<file path="src/design/rrts_pkg.sv">
// Shared types and constants of the round-robin tick scheduler.
package rrts_pkg;

  // Default depth of the task table.
  localparam int unsigned RRTS_MAX_TASKS = 16;

  // Field widths of the input and result transactions.
  localparam int unsigned SLICE_W  = 8;
  localparam int unsigned IRQ_W    = 8;
  localparam int unsigned TASK_W   = 4;
  localparam int unsigned TOTAL_W  = 5;
  localparam int unsigned STATUS_W = 2;
  localparam int unsigned TICKS_W  = 64;

  // Interrupt numbers from this one upward also belong to the slave controller.
  localparam logic [IRQ_W-1:0] SLAVE_IRQ_FIRST = IRQ_W'(40);

  // Action codes of an input transaction.
  typedef enum logic {
    ACT_ADD  = 1'b0,
    ACT_TICK = 1'b1
  } action_e;

  // Status codes of a result transaction.
  typedef enum logic [STATUS_W-1:0] {
    STATUS_OK    = 2'd0,
    STATUS_FULL  = 2'd1,
    STATUS_EMPTY = 2'd2
  } status_e;

  // One entry of the task table: slice length and remaining ticks.
  typedef struct packed {
    logic [SLICE_W-1:0] slice;
    logic [SLICE_W-1:0] ticks;
  } entry_t;

endpackage

</file>
<file path="src/design/rrts_in_if.sv">
// Input channel of the round-robin tick scheduler.
interface rrts_in_if
  import rrts_pkg::*;
();
  logic               valid;
  logic               ready;
  logic               action;
  logic [SLICE_W-1:0] slice_ticks;
  logic [IRQ_W-1:0]   irq_vector;

  modport source (output valid, output action, output slice_ticks, output irq_vector,
                  input ready);
  modport sink   (input valid, input action, input slice_ticks, input irq_vector,
                  output ready);
endinterface

</file>
<file path="src/design/rrts_out_if.sv">
// Result channel of the round-robin tick scheduler.
interface rrts_out_if
  import rrts_pkg::*;
();
  logic                valid;
  logic                ready;
  logic [TASK_W-1:0]   current_task;
  logic                switched;
  logic                ack_master;
  logic                ack_slave;
  logic [STATUS_W-1:0] status;
  logic [TOTAL_W-1:0]  task_total;
  logic [TICKS_W-1:0]  idle_count;
  logic [TICKS_W-1:0]  busy_count;

  modport source (output valid, output current_task, output switched, output ack_master,
                  output ack_slave, output status, output task_total, output idle_count,
                  output busy_count, input ready);
  modport sink   (input valid, input current_task, input switched, input ack_master,
                  input ack_slave, input status, input task_total, input idle_count,
                  input busy_count, output ready);
endinterface

</file>
<file path="src/design/round_robin_tick_scheduler.sv">
// Round-robin tick scheduler: task table in a synchronous memory, one result per transaction.
//
// Each input transaction either appends a task with its slice length or delivers a timer
// tick; every transaction gives exactly one result. For a tick, the running task's table
// entry is read at the accepting edge from a single-port synchronous memory, and in the
// execute step the entry is updated and written back (an add writes its new entry there)
// while the result is loaded into the output register. The input is ready again right
// after that, so a new item can follow as soon as a result is loaded; the block
// accepts the next item while a result still waits, and holds that item in its execute step
// until the output register frees up. There is no clearing pass after reset: table entries
// are only used after an add has written them.
module round_robin_tick_scheduler
  import rrts_pkg::*;
#(
  parameter int unsigned MAX_TASKS = RRTS_MAX_TASKS
) (
  input  logic       clk_i,
  input  logic       rst_ni,
  rrts_in_if.sink    in_i,
  rrts_out_if.source out_o
);

  localparam int unsigned IDX_W = (MAX_TASKS > 1) ? $clog2(MAX_TASKS) : 1;
  localparam int unsigned CNT_W = $clog2(MAX_TASKS + 1);

  typedef enum logic [1:0] {
    ST_IDLE = 2'b01,
    ST_EXEC = 2'b10
  } state_e;

  state_e st_q, st_d;

  // Scheduler state.
  logic [IDX_W-1:0]   run_q, run_d;
  logic [CNT_W-1:0]   cnt_q, cnt_d;
  logic [TICKS_W-1:0] idle_q, idle_d;
  logic [TICKS_W-1:0] busy_q, busy_d;

  // Latched input transaction.
  logic               act_q;
  logic [SLICE_W-1:0] slice_q;
  logic [IRQ_W-1:0]   irq_q;

  // Result flags held in the output register.
  logic                out_valid_q, out_valid_d;
  logic                sw_q, sw_d;
  logic                ackm_q, ackm_d;
  logic                acks_q, acks_d;
  logic [STATUS_W-1:0] stat_q, stat_d;

  // Task table memory and its port signals.
  entry_t             mem [MAX_TASKS];
  entry_t             rd_q;
  logic               rd_en;
  logic               wr_en;
  logic [IDX_W-1:0]   wr_addr;
  entry_t             wr_data;

  logic               in_fire;
  logic               done;
  logic [SLICE_W-1:0] ticks_dec;
  logic [CNT_W-1:0]   next_run;
  logic [IDX_W+3:0]   run_ext;
  logic [CNT_W+4:0]   cnt_ext;

  assign in_i.ready = (st_q == ST_IDLE);
  assign in_fire    = in_i.valid && in_i.ready;
  assign done       = (st_q == ST_EXEC) && (!out_valid_q || out_o.ready);

  // Read the running task's entry as a tick transaction is accepted.
  assign rd_en = in_fire && (action_e'(in_i.action) == ACT_TICK);

  always_ff @(posedge clk_i) begin
    if (wr_en) begin
      mem[wr_addr] <= wr_data;
    end
    if (rd_en) begin
      rd_q <= mem[run_q];
    end
  end

  // Latch the accepted transaction.
  always_ff @(posedge clk_i) begin
    if (in_fire) begin
      act_q   <= in_i.action;
      slice_q <= in_i.slice_ticks;
      irq_q   <= in_i.irq_vector;
    end
  end

  assign ticks_dec = (rd_q.ticks != '0) ? rd_q.ticks - SLICE_W'(1) : '0;
  assign next_run  = CNT_W'(run_q) + CNT_W'(1);

  // Execute step: update the table entry and scheduler state, build the result.
  always_comb begin
    st_d        = st_q;
    run_d       = run_q;
    cnt_d       = cnt_q;
    idle_d      = idle_q;
    busy_d      = busy_q;
    out_valid_d = out_valid_q;
    sw_d        = sw_q;
    ackm_d      = ackm_q;
    acks_d      = acks_q;
    stat_d      = stat_q;
    wr_en       = 1'b0;
    wr_addr     = run_q;
    wr_data     = rd_q;

    if (out_o.ready) begin
      out_valid_d = 1'b0;
    end

    unique case (st_q)
      ST_IDLE: begin
        if (in_fire) begin
          st_d = ST_EXEC;
        end
      end
      ST_EXEC: begin
        if (done) begin
          st_d        = ST_IDLE;
          out_valid_d = 1'b1;
          sw_d        = 1'b0;
          ackm_d      = 1'b0;
          acks_d      = 1'b0;
          stat_d      = STATUS_OK;
          if (action_e'(act_q) == ACT_ADD) begin
            if (cnt_q == CNT_W'(MAX_TASKS)) begin
              stat_d = STATUS_FULL;
            end else begin
              wr_en         = 1'b1;
              wr_addr       = cnt_q[IDX_W-1:0];
              wr_data.slice = slice_q;
              wr_data.ticks = slice_q;
              cnt_d         = cnt_q + CNT_W'(1);
            end
          end else if (cnt_q == '0) begin
            stat_d = STATUS_EMPTY;
          end else begin
            if (run_q == '0) begin
              idle_d = idle_q + TICKS_W'(1);
            end else begin
              busy_d = busy_q + TICKS_W'(1);
            end
            wr_en = 1'b1;
            if (ticks_dec == '0) begin
              // Slice ended: reload and advance to the next task.
              wr_data.ticks = rd_q.slice;
              sw_d          = 1'b1;
              ackm_d        = 1'b1;
              acks_d        = (irq_q >= SLAVE_IRQ_FIRST);
              run_d         = (next_run >= cnt_q) ? '0 : next_run[IDX_W-1:0];
            end else begin
              wr_data.ticks = ticks_dec;
            end
          end
        end
      end
      default: begin
        st_d = ST_IDLE;
      end
    endcase
  end

  // Control and state registers.
  always_ff @(posedge clk_i or negedge rst_ni) begin
    if (!rst_ni) begin
      st_q        <= ST_IDLE;
      run_q       <= '0;
      cnt_q       <= '0;
      idle_q      <= '0;
      busy_q      <= '0;
      out_valid_q <= 1'b0;
    end else begin
      st_q        <= st_d;
      run_q       <= run_d;
      cnt_q       <= cnt_d;
      idle_q      <= idle_d;
      busy_q      <= busy_d;
      out_valid_q <= out_valid_d;
    end
  end

  // Result flags.
  always_ff @(posedge clk_i) begin
    sw_q   <= sw_d;
    ackm_q <= ackm_d;
    acks_q <= acks_d;
    stat_q <= stat_d;
  end

  // State changes only when a result is loaded, so the state registers serve as its payload.
  assign run_ext = {4'b0, run_q};
  assign cnt_ext = {5'b0, cnt_q};

  assign out_o.valid        = out_valid_q;
  assign out_o.current_task = run_ext[TASK_W-1:0];
  assign out_o.switched     = sw_q;
  assign out_o.ack_master   = ackm_q;
  assign out_o.ack_slave    = acks_q;
  assign out_o.status       = stat_q;
  assign out_o.task_total   = cnt_ext[TOTAL_W-1:0];
  assign out_o.idle_count   = idle_q;
  assign out_o.busy_count   = busy_q;

  // The task count never exceeds the table depth.
  a_cnt_bound: assert property (@(posedge clk_i) disable iff (!rst_ni)
    cnt_q <= CNT_W'(MAX_TASKS))
    else $error("task count exceeds table depth");

  // The running index always points at a populated entry, or at zero when empty.
  a_run_bound: assert property (@(posedge clk_i) disable iff (!rst_ni)
    (cnt_q == '0 && run_q == '0) || (CNT_W'(run_q) < cnt_q))
    else $error("running index outside the populated table");

  // A slave acknowledge comes only with a master acknowledge on a task switch.
  a_ack_order: assert property (@(posedge clk_i) disable iff (!rst_ni)
    (out_valid_q && acks_q) |-> (ackm_q && sw_q))
    else $error("slave acknowledge without master acknowledge");

  // An execute step with a free output register produces a result on the next edge.
  a_exec_done: assert property (@(posedge clk_i) disable iff (!rst_ni)
    (st_q == ST_EXEC && !out_valid_q) |=> (out_valid_q && st_q == ST_IDLE))
    else $error("execute step did not produce a result");

endmodule
</file>
<file path="src/flat_wrapper.sv">
// flat-port wrapper written by rule: the top's interface ports become plain ports
module round_robin_tick_scheduler_flat import rrts_pkg::*;
#(
  parameter int unsigned MAX_TASKS = RRTS_MAX_TASKS
)
  (clk_i, rst_ni, in_i_valid, in_i_action, in_i_slice_ticks, in_i_irq_vector, in_i_ready, out_o_valid, out_o_current_task, out_o_switched, out_o_ack_master, out_o_ack_slave, out_o_status, out_o_task_total, out_o_idle_count, out_o_busy_count, out_o_ready);
  rrts_in_if in_i_i ();
  rrts_out_if out_o_i ();
  input  logic clk_i;
  input  logic rst_ni;
  input wire logic [$bits(in_i_i.valid)-1:0] in_i_valid;
  input wire logic [$bits(in_i_i.action)-1:0] in_i_action;
  input wire logic [$bits(in_i_i.slice_ticks)-1:0] in_i_slice_ticks;
  input wire logic [$bits(in_i_i.irq_vector)-1:0] in_i_irq_vector;
  output wire logic [$bits(in_i_i.ready)-1:0] in_i_ready;
  output wire logic [$bits(out_o_i.valid)-1:0] out_o_valid;
  output wire logic [$bits(out_o_i.current_task)-1:0] out_o_current_task;
  output wire logic [$bits(out_o_i.switched)-1:0] out_o_switched;
  output wire logic [$bits(out_o_i.ack_master)-1:0] out_o_ack_master;
  output wire logic [$bits(out_o_i.ack_slave)-1:0] out_o_ack_slave;
  output wire logic [$bits(out_o_i.status)-1:0] out_o_status;
  output wire logic [$bits(out_o_i.task_total)-1:0] out_o_task_total;
  output wire logic [$bits(out_o_i.idle_count)-1:0] out_o_idle_count;
  output wire logic [$bits(out_o_i.busy_count)-1:0] out_o_busy_count;
  input wire logic [$bits(out_o_i.ready)-1:0] out_o_ready;
  assign in_i_i.valid = in_i_valid;
  assign in_i_i.action = in_i_action;
  assign in_i_i.slice_ticks = in_i_slice_ticks;
  assign in_i_i.irq_vector = in_i_irq_vector;
  assign in_i_ready = in_i_i.ready;
  assign out_o_valid = out_o_i.valid;
  assign out_o_current_task = out_o_i.current_task;
  assign out_o_switched = out_o_i.switched;
  assign out_o_ack_master = out_o_i.ack_master;
  assign out_o_ack_slave = out_o_i.ack_slave;
  assign out_o_status = out_o_i.status;
  assign out_o_task_total = out_o_i.task_total;
  assign out_o_idle_count = out_o_i.idle_count;
  assign out_o_busy_count = out_o_i.busy_count;
  assign out_o_i.ready = out_o_ready;
  round_robin_tick_scheduler #(.MAX_TASKS(MAX_TASKS)) u_core (.clk_i(clk_i), .rst_ni(rst_ni), .in_i(in_i_i), .out_o(out_o_i));
endmodule
</file>
<file path="config.mk">
export PLATFORM = sky130hd
export DESIGN_NAME = round_robin_tick_scheduler_flat
export DESIGN_NICKNAME = d
export VERILOG_FILES = /design/src/design/rrts_pkg.sv /design/src/design/rrts_in_if.sv /design/src/design/rrts_out_if.sv /design/src/design/round_robin_tick_scheduler.sv /design/src/flat_wrapper.sv
export SDC_FILE = /design/constraint.sdc
export NUM_CORES = 1
export LEC_CHECK = 0
export BUFFER_PORTS_ARGS = -buffer_cell sky130_fd_sc_hd__buf_2
export CAP_MARGIN = 20
export CELL_PAD_IN_SITES_DETAIL_PLACEMENT = 0
export CELL_PAD_IN_SITES_GLOBAL_PLACEMENT = 1
export CORE_MARGIN = 2
export CORE_UTILIZATION = 30
export DETAILED_ROUTE_END_ITERATION = 12
export PLACE_DENSITY = 0.5
export SKIP_CTS_REPAIR_TIMING = 1
export SLEW_MARGIN = 10
export SYNTH_ARGS = -nofsm -noshare
export SYNTH_HDL_FRONTEND = slang
export SYNTH_SLANG_ARGS = --single-unit
</file>
<file path="constraint.sdc">
create_clock -name clk_i -period 3.55 [get_ports clk_i]
set_input_delay 0.1775 -clock clk_i [delete_from_list [all_inputs] [get_ports clk_i]]
set_output_delay 0.1775 -clock clk_i [all_outputs]
set_load 0.02 [all_outputs]
</file>
==> impl_metrics.json, run 1 <==
{
  "vias": 10864,
  "synthArstFlopShare_pct": 32.6,
  "fin_util_pct": 36.8,
  "grt_pass1_vias": 11033,
  "grt_overflow_total": 0,
  "drc_errors": 0,
  "place_congestion": 0.745,
  "place.port_buffers": 161,
  "synth_seq_cells": 430,
  "grt_pass1_wl_microns": 73400,
  "cts-root-buf": "clkbuf_16",
  "finalWorstSetupSlack_ns": 0.265,
  "dr.pass1.iters": 5,
  "crit_path_start_kind": "register",
  "worst_ep_required_time_ns": 3.65,
  "synth_area_sq_um": 18100,
  "critPathMaxFanout": 16,
  "fin_hold_ws_ns": 0.0342,
  "synth_compound_area_share_pct": 1.81,
  "synth_fp_nets": 1186,
  "cts.htree.levels": 2,
  "timing_hold_violations_final": 0,
  "worst_pin_slew_ns": 1.03,
  "place_hpwl_microns": 30600,
  "vdd_drop_max_uv": 306,
  "drive_gt1_share_pct": 29.4,
  "numClockSinks": 430,
  "synth_xor_area_share_pct": 6.42,
  "fmax_ghz": 0.304,
  "area_growth_syn_to_layout_pct": 21.9,
  "ys_warn_count": 0,
  "ant_nets": 0,
  "maxCapViolations": 0,
  "yosys.area_share.simple_pct": 11.9,
  "final.fill_count": 5718,
  "die_area_sq_um": 62400,
  "ys.flop_type": "edfxtp_1",
  "clk_path_buf_depth": 3,
  "synthAdderAreaFrac_pct": 0.828,
  "worstSetupEndpointType": "register",
  "clk_pin_slew_worst_paths_ns": 0.06,
  "rsz0062_at_grt": "false",
  "pwr_density_cell_nw_per_um2": 515,
  "n_antenna_cell": 0,
  "cts_buffers": 49,
  "outcome": "completed",
  "fin_crit_sh_pct": 92.5,
  "path_class": "reg2reg",
  "clock_latency_ns": 0.59,
  "leakagePower_nw": 8.62,
  "fin_setup_tns_ns": 0,
  "synth_cell_types": 63,
  "drtIter0Drc": 738,
  "synth_edf_count": 290,
  "max_slew_margin_pct": 31.1,
  "timing.final.crit_period_ns": 3.28,
  "ios": 165,
  "cp.arrival_ns": 3.38,
  "synth_top_family_by_area": "simple AND/OR/NAND/NOR gates",
  "coreArea_sq_um": 60000,
  "synth.avg_cell_area_sq_um": 15.7,
  "wl_per_cell_microns": 22.1,
  "rows": 90,
  "grt_antenna_before_repair": 0,
  "initial_utilization_pct": 30.2,
  "hp-class": "in2reg",
  "drt-total-wl_microns": 48900,
  "die_y_microns": 250,
  "ys_seq_area_share_pct": 67.4,
  "postSynthCellCount": 1153,
  "pre_cts_ws_ns": 0.252,
  "cts_tree": "done",
  "grt_max_degree": 86,
  "nNetsFinal": 1427,
  "fp.dieW_microns": 250,
  "grt_use_total_pct": 15.7,
  "synthMuxAreaShare_pct": 10.1,
  "drv_slew": 0,
  "setup_viol": 0,
  "finalClockSkew_ns": 0.0330,
  "vias_per_cell": 4.90
}
registers in the layout, summed over array words and instances (netlist names), 4 cells and up:
| register | count |
|---|---|
| u_core.mem | 256 |
| u_core.out_o.busy_count | 64 |
| u_core.out_o.idle_count | 64 |
| u_core.rd_q | 16 |
| u_core.slice_q | 8 |
| u_core.irq_q | 5 |
| u_core.out_o.task_total | 5 |
| u_core.out_o.current_task | 4 |
report_power, final:
group          switching [mW]  internal [mW]  total (mW)
Combinational           0.379          0.184       0.563
Sequential             0.0667           5.48        5.54
Clock                    2.06           3.22        5.28
Total                    2.51           8.88        11.4
through the flow:
step                      cells  cell area, sq um  power, mW
after floorplan            1153             18100       5.92
after detailed placement   2110             20300       6.20
after global placement     2110             20300       6.19
after global routing       2216             22100       11.8
after CTS                  2201             22000       11.6
final                      2216             22100       11.4
layout by cell type (no fill, tap or decap), drive strengths merged, types with 5 or more instances in the layout:
cell	netlist	routed
nand4	46	46
mux4	80	80
edfxtp	290	290
inv	27	29
o21ai	12	12
clkbuf	23	59
or3	6	6
nand2	86	86
buf	20	218
ha	12	12
a21oi	5	5
dlygate4sd3	0	15
nor3	38	38
and4	14	14
bufinv	0	8
nor4b	6	6
xor2	54	54
nor2b	5	5
or4	5	5
clkinv	0	18
nor2	48	48
dfrtp	139	139
xnor2	79	79
a31oi	7	7
nand3	48	48
nor4	25	25
and3	31	31
synthesized netlist by cell type, types with 3 or more instances:
| cell | number | area (sq um) |
|---|---|---|
| buf_2 | 6 | 30.0 |
| buf_4 | 3 | 22.5 |
| and4_1 | 14 | 123 |
| or4_1 | 3 | 22.5 |
| nand2_1 | 86 | 323 |
| or2_2 | 4 | 25.0 |
| nand4_1 | 44 | 275 |
| nor4_1 | 16 | 100 |
| nor4b_2 | 3 | 45.0 |
| nand2b_1 | 4 | 25.0 |
| o21ai_0 | 11 | 55.1 |
| and2_1 | 4 | 25.0 |
| nor4_4 | 3 | 63.8 |
| dfrtp_1 | 139 | 3480 |
| and3_1 | 31 | 194 |
| a21oi_1 | 5 | 25.0 |
| nor4_2 | 6 | 75.1 |
| nor3_1 | 37 | 185 |
| xnor2_1 | 79 | 692 |
| inv_1 | 27 | 101 |
| buf_1 | 10 | 37.5 |
| clkbuf_1 | 23 | 86.3 |
| edfxtp_1 | 290 | 8710 |
| o2111ai_1 | 4 | 35.0 |
| mux4_2 | 80 | 1800 |
| nand3_1 | 48 | 240 |
| nor2b_1 | 5 | 31.3 |
| a31oi_1 | 7 | 43.8 |
| xor2_1 | 54 | 473 |
| nor2_1 | 48 | 180 |
| or3_1 | 6 | 37.5 |
| ha_1 | 12 | 150 |
cell type report:
cell class,count,area (sq um),share of cell area [%]
clock buffers,59,1320,5.96
flip-flops and latches,430,12200,55.3
well taps,782,978,4.43
clock inverters,32,364,1.65
repair buffers,233,1440,6.52
multi-input cells,653,5680,25.7
inverters,27,101,0.459
path summary, 6_finish.rpt:
| check | start | to | slack [ns] | depth (start not counted) |
|---|---|---|---|---|
| max | u_core.out_o.task_total[1]$_DFFE_PN0P_ | u_core.mem[15][4]$_DFFE_PP_ | 0.27 | 7 |
| min | out_o_ready | u_core.st_q[0]$_DFFE_PN1P_ | 0.03 | 3 |
| max reg2reg | u_core.out_o.task_total[1]$_DFFE_PN0P_ | u_core.mem[15][4]$_DFFE_PP_ | 0.27 | 7 |
| min reg2reg | u_core.out_o.busy_count[63]$_DFFE_PN0P_ | u_core.out_o.busy_count[63]$_DFFE_PN0P_ | 0.47 | 1 |
| max in group asynchronous | rst_ni | u_core.out_o.idle_count[34]$_DFFE_PN0P_ | 2.44 | 3 |
| min in group asynchronous | rst_ni | u_core.out_o.busy_count[50]$_DFFE_PN0P_ | 0.25 | 2 |
cell families after synthesis:
logic type      after synthesis
compound gates               47
xor+xnor                    133
fa+ha+maj                    12
buf+inv                      70
flops                       430
mux                          82
simple gates                379
worst max-delay path, cell delays in order, from the launching register on:
cell	delay, ns
dfrtp_1	0.42
inv_1	0.18
ha_1	0.19
or3b_1	0.45
o2111ai_2	0.50
nor2_1	0.39
nand2_1	0.15
nand4_1	0.52
metal layers:
| layer | part of all wire, % | global-route usage (%) | vias up |
|---|---|---|---|
| li1 | - | - | 4927 |
| met5 | 0 | 0 | - |
| met2 | 46 | 24.2 | 255 |
| met4 | 2.0 | 4.72 | 0 |
| met3 | 3.8 | 2.27 | 59 |
| met1 | 49 | 22.9 | 5623 |
No activity file was read; power rests on OpenSTA's default activity.
==> run 2: changes to the inputs <==
==> constraint.sdc (replaced) <==
create_clock -name clk_i -period 3.55 [get_ports clk_i]
set_input_delay 0.1775 -clock clk_i [delete_from_list [all_inputs] [get_ports clk_i]]
set_output_delay 0.1775 -clock clk_i [all_outputs]
set_load 0.1 [all_outputs]
==> run 2 against run 1 <==
- count of clock-buffer cells in the layout increased by 7
- worst hold slack improved by 0.021 ns
- first-iteration DRC count up 0.27%
- largest cell class unchanged
- highest routed layer unchanged
==> impl_metrics.json, run 2 (synthesized netlist as in run 1, its figures left out) <==
{
  "finalClockSkew_ns": 0.0193,
  "fin_crit_sh_pct": 91.3,
  "grt_antenna_before_repair": 1,
  "maxCapViolations": 0,
  "coreArea_sq_um": 60000,
  "place_hpwl_microns": 30700,
  "cts.htree.levels": 2,
  "swShare_pct": 23.6,
  "cp.arrival_ns": 3.51,
  "drc_errors": 0,
  "rows": 90,
  "outcome": "completed",
  "wl_met2_microns": 23000,
  "die_area_sq_um": 62400,
  "wl_per_cell_microns": 22.1,
  "drtIter0Drc": 740,
  "p_sw_mw": 2.71,
  "reg2reg_depth": 9,
  "numClockSinks": 430,
  "drt-total-wl_microns": 48800,
  "worstHoldStart": "out_o_ready",
  "crit_path_start_kind": "register",
  "met1_length_microns": 22400,
  "r2r_end": "u_core.mem[3][10]$_DFFE_PP_",
  "worstHoldEndpoint": "u_core.st_q[0]$_DFFE_PN1P_",
  "place_congestion": 0.764,
  "critPathMaxFanout": 9,
  "n_antenna_cell": 0,
  "vias": 10829,
  "place.port_buffers": 161,
  "seqPwrFrac_pct": 48.5,
  "max_slew_margin_pct": 30.4,
  "clock_latency_ns": 0.58,
  "die_y_microns": 250,
  "dr.pass1.iters": 5,
  "grt_use_total_pct": 15.7,
  "worstSetupEndpointType": "register",
  "cts_buffers": 49,
  "final.fill_count": 5764,
  "final_cell_area_sq_um": 22000,
  "grt_pass1_vias": 10942,
  "worst_pin_slew_ns": 1.04,
  "timing.final.crit_period_ns": 3.24,
  "layout_common_cells": "edfxtp_1 (290), buf_2 (160), dfrtp_1 (134), nand2_1 (86), mux4_2 (80)",
  "dr_wl_met3_microns": 2580,
  "fin_setup_tns_ns": 0,
  "largest_reg_flops": 256,
  "regMostFlops": "u_core.mem",
  "vdd_drop_max_uv": 309,
  "fp.dieW_microns": 250,
  "placed_cell_area_sq_um": 20200,
  "power_frac_clock_pct": 44.6,
  "grt_max_degree": 96,
  "leakagePower_nw": 8.53,
  "pwr_density_cell_nw_per_um2": 522,
  "ios": 165,
  "clk_pin_slew_worst_paths_ns": 0.06,
  "cts-root-buf": "clkbuf_16",
  "regToRegStartpoint": "u_core.out_o.task_total[0]$_DFFE_PN0P_",
  "rsz0062_at_grt": "false",
  "path_class": "reg2reg",
  "hp-class": "in2reg",
  "r2r_setup_slack_ns": 0.31,
  "drv_slew": 0,
  "whs_path_depth": 3,
  "p_comb_share_pct": 6.9,
  "area_growth_syn_to_layout_pct": 21.1,
  "grt_overflow_total": 0,
  "setup_viol": 0,
  "cts_tree": "done",
  "nNetsFinal": 1420,
  "p_int_mw": 8.76,
  "clk_path_buf_depth": 3,
  "fin_hold_ws_ns": 0.0547,
  "top_layer_used": "met4",
  "ant_nets": 0,
  "vias_per_cell": 4.91,
  "initial_utilization_pct": 30.2,
  "grt_pass1_wl_microns": 73300,
  "fmax_ghz": 0.308,
  "final_common_cell": "edfxtp_1",
  "drive_gt1_share_pct": 29.0,
  "timing_hold_violations_final": 0,
  "worst_ep_required_time_ns": 3.82
}
## run 2: changes by cell type in the layout (fill, tap and decap cells not counted), sizes merged
cell and delta:
buf -7, bufinv -2, clkbuf +7, clkinv -7, clkinvlp -2, inv -1
## run 2: per-stage QoR
step	util, %	worst slack [ns]	std cells	power, mW
final	36.6	0.307	2204	11.5
after global routing	36.6	0.0919	2204	11.9
after CTS	36.3	0.263	2187	11.6
after detailed placement	33.6	0.267	2101	6.45
after global placement	33.6	0.353	2101	6.44
after floorplan	-	0.0836	1153	6.17
## run 2: critical path, cell delays in order (launching register included)
cell and delay, ns:
dfrtp_2 0.41, inv_1 0.11, ha_1 0.23, nor3b_1 0.17
a2111oi_2 0.47, buf_4 0.25, a32oi_1 0.12, buf_4 0.21
nor2_2 0.61, buf_4 0.35
## run 2: worst max-delay path by stage
stage / to / slack (ns) / from
6_report: u_core.mem[3][10]$_DFFE_PP_ / 0.31 / u_core.out_o.task_total[0]$_DFFE_PN0P_
5_1_grt: u_core.mem[3][10]$_DFFE_PP_ / 0.09 / u_core.out_o.task_total[0]$_DFFE_PN0P_
4_1_cts: u_core.mem[2][10]$_DFFE_PP_ / 0.26 / u_core.out_o.task_total[0]$_DFFE_PN0P_
3_5_place_dp: u_core.mem[14][2]$_DFFE_PP_ / 0.27 / u_core.out_o.task_total[1]$_DFFE_PN0P_
3_3_place_gp: u_core.mem[0][2]$_DFFE_PP_ / 0.35 / u_core.out_o.task_total[1]$_DFFE_PN0P_
2_1_floorplan: u_core.mem[12][0]$_DFFE_PP_ / 0.08 / u_core.out_o.task_total[1]$_DFFE_PN0P_
## run 2: layer usage
metal,GRT usage [%],vias to the layer above
li1,-,4910
met1,21.9,5615
met5,0,-
met3,3.54,59
met4,3.48,0
met2,24.9,245
## run 2: power groups by stage
stage	Combinational [mW]	Sequential [mW]	Clock [mW]
global route	0.858	5.57	5.49
finish	0.793	5.56	5.12
detailed placement	0.793	5.66	0
global placement	0.785	5.66	0
CTS	0.794	5.56	5.29
floorplan	0.261	5.91	0
## run 2: final cells by class
cell class	count	area [sq um]	share of cell area, %
clock buffers	66	1360	6.20
clock inverters	20	251	1.14
inverters	27	101	0.461
multi-input cells	653	5680	25.9
flip-flops and latches	430	12200	55.6
well taps	782	978	4.45
repair buffers	226	1370	6.22
==> run 3: changes to the inputs <==
--- a/config.mk
+++ b/config.mk
@@ -12,7 +12,7 @@
 export CORE_MARGIN = 2
 export CORE_UTILIZATION = 30
 export DETAILED_ROUTE_END_ITERATION = 12
-export PLACE_DENSITY = 0.5
+export PLACE_DENSITY = 0.52
 export SKIP_CTS_REPAIR_TIMING = 1
 export SLEW_MARGIN = 10
 export SYNTH_ARGS = -nofsm -noshare
==> constraint.sdc (replaced) <==
create_clock -name clk_i -period 2.7 [get_ports clk_i]
set_input_delay 0.135 -clock clk_i [delete_from_list [all_inputs] [get_ports clk_i]]
set_output_delay 0.135 -clock clk_i [all_outputs]
set_load 0.1 [all_outputs]
==> run 3 against run 2 <==
- die area did not move
- global-route usage shrank 0.25 points
- worst setup slack worse by 0.20 ns
- sequential cell count did not move
- design area grew 5.4%
- critical path type unchanged
- critical endpoint is now u_core.mem[4][7]$_DFFE_PP_
- largest power group unchanged
- highest routed layer unchanged
==> impl_metrics.json, run 3 (synthesized netlist as in run 1, its figures left out) <==
{
  "drv_slew": 0,
  "final-seq-area_sq_um": 12300,
  "fin_setup_tns_ns": 0,
  "grt_pass1_wl_microns": 72700,
  "critPathBufInv": 2,
  "die_area_sq_um": 62400,
  "ios": 165,
  "largest_reg_flops": 256,
  "worst_pin_slew_ns": 0.779,
  "pwr_density_cell_nw_per_um2": 651,
  "finalWorstSetupSlack_ns": 0.108,
  "place_hpwl_microns": 31700,
  "layout_common_cells": "edfxtp_1 (290), buf_2 (160), dfrtp_1 (110), nand2_1 (85), mux4_2 (80)",
  "nNetsFinal": 1466,
  "wl_per_cell_microns": 21.5,
  "cp.depth": 8,
  "hp-class": "in2reg",
  "drive_gt1_share_pct": 35.6,
  "whs_path_depth": 3,
  "grt_max_degree": 79,
  "rsz0062_at_grt": "false",
  "clk_pin_slew_worst_paths_ns": 0.06,
  "maxCapViolations": 0,
  "vias_per_cell": 4.87,
  "cts-root-buf": "clkbuf_16",
  "pre_cts_ws_ns": -0.0116,
  "rows": 90,
  "worst_ep_required_time_ns": 2.98,
  "grt_overflow_total": 0,
  "critPathMaxFanout": 16,
  "grt_antenna_before_repair": 0,
  "area_growth_syn_to_layout_pct": 27.7,
  "critPathMaxStageDelay_ns": 0.49,
  "vias": 10956,
  "final_common_cell": "edfxtp_1",
  "drt-total-wl_microns": 48300,
  "max_slew_margin_pct": 48.1,
  "critPathTopFamily": "compound AO/OA/AOI/OAI gates",
  "grt_use_total_pct": 15.4,
  "path_class": "reg2reg",
  "worstSetupEndpointType": "register",
  "setup_viol": 0,
  "crit_chain": "inv_4, ha_4, or3b_1, o2111ai_4, buf_12, nor2_4, a32o_1, a221o_2",
  "fin_hold_ws_ns": 0.0316,
  "reg2reg_depth": 8,
  "ant_nets": 0,
  "clock_latency_ns": 0.58,
  "fp.dieW_microns": 250,
  "outcome": "completed",
  "numClockSinks": 430,
  "clk_path_buf_depth": 3,
  "cts.htree.levels": 2,
  "slowest_stage": "dfrtp_4",
  "cts_buffers": 49,
  "placed_cell_area_sq_um": 21300,
  "cts_tree": "done",
  "dr.pass1.iters": 4,
  "die_y_microns": 250,
  "place_congestion": 0.763,
  "drtIter0Drc": 666,
  "initial_utilization_pct": 30.2,
  "n_antenna_cell": 0,
  "place.port_buffers": 161,
  "coreArea_sq_um": 60000,
  "finalClockSkew_ns": 0.0103,
  "drc_errors": 0,
  "cp.arrival_ns": 2.88,
  "vdd_drop_max_uv": 443,
  "timing.final.crit_period_ns": 2.59,
  "timing_hold_violations_final": 0,
  "final.fill_count": 5695,
  "grt_pass1_vias": 11219,
  "fin_util_pct": 38.6,
  "fin_crit_sh_pct": 96.0,
  "regMostFlops": "u_core.mem",
  "fmax_ghz": 0.386,
  "final_cell_area_sq_um": 23100,
  "multi_input_area_sq_um": 6180,
  "leakagePower_nw": 8.94,
  "crit_path_start_kind": "register"
}
==> run 3: layer usage <==
metal	GRT usage (%)	up-vias	share of wire [%]
li1	-	4997	-
met1	21.5	5680	47
met2	24.9	211	47
met3	2.38	68	3.5
met4	4.44	0	2.2
met5	0	-	0
==> run 3: worst paths after layout <==
path                                                   startpoint                                 endpoint  slack [ns]
max                        u_core.out_o.task_total[0]$_DFFE_PN0P_               u_core.mem[4][7]$_DFFE_PP_        0.11
min reg2reg                u_core.out_o.busy_count[7]$_DFFE_PN0P_   u_core.out_o.busy_count[7]$_DFFE_PN0P_        0.47
min                                                   out_o_ready             u_core.out_o.valid$_DFF_PN0_        0.03
min in group asynchronous                                  rst_ni  u_core.out_o.busy_count[49]$_DFFE_PN0P_        0.18
max in group asynchronous                                  rst_ni  u_core.out_o.idle_count[30]$_DFFE_PN0P_        1.81
max reg2reg                u_core.out_o.task_total[0]$_DFFE_PN0P_               u_core.mem[4][7]$_DFFE_PP_        0.11
==> run 3: final cells by class <==
class | count | share of cell area [%]
Multi-Input combinational cell | 654 | 26.7
Tap cell | 782 | 4.23
Clock inverter | 17 | 0.908
Sequential cell | 430 | 53.0
Inverter | 27 | 0.492
Clock buffer | 70 | 5.81
Timing Repair Buffer | 271 | 8.91
==> run 3: power breakdown <==
group | switching (mW) | internal (mW) | leakage [nW]
combinational | 0.899 | 0.337 | 3.73
clock | 2.62 | 3.92 | 0.749
sequential | 0.0841 | 7.21 | 4.46
total | 3.60 | 11.5 | 8.94
==> run 3: stage by stage <==
stage               total power, mW  instances
finish                         15.1       2251
global route                   15.6       2251
CTS                            15.3       2229
detailed placement             8.65       2142
global placement               8.64       2142
floorplan                      8.20       1153
==> run 3: worst min-delay path: cells and delay by family <==
family                 cells  cell delay, ns
buffers and inverters      1            0.08
and+or+nand+nor            2            0.36
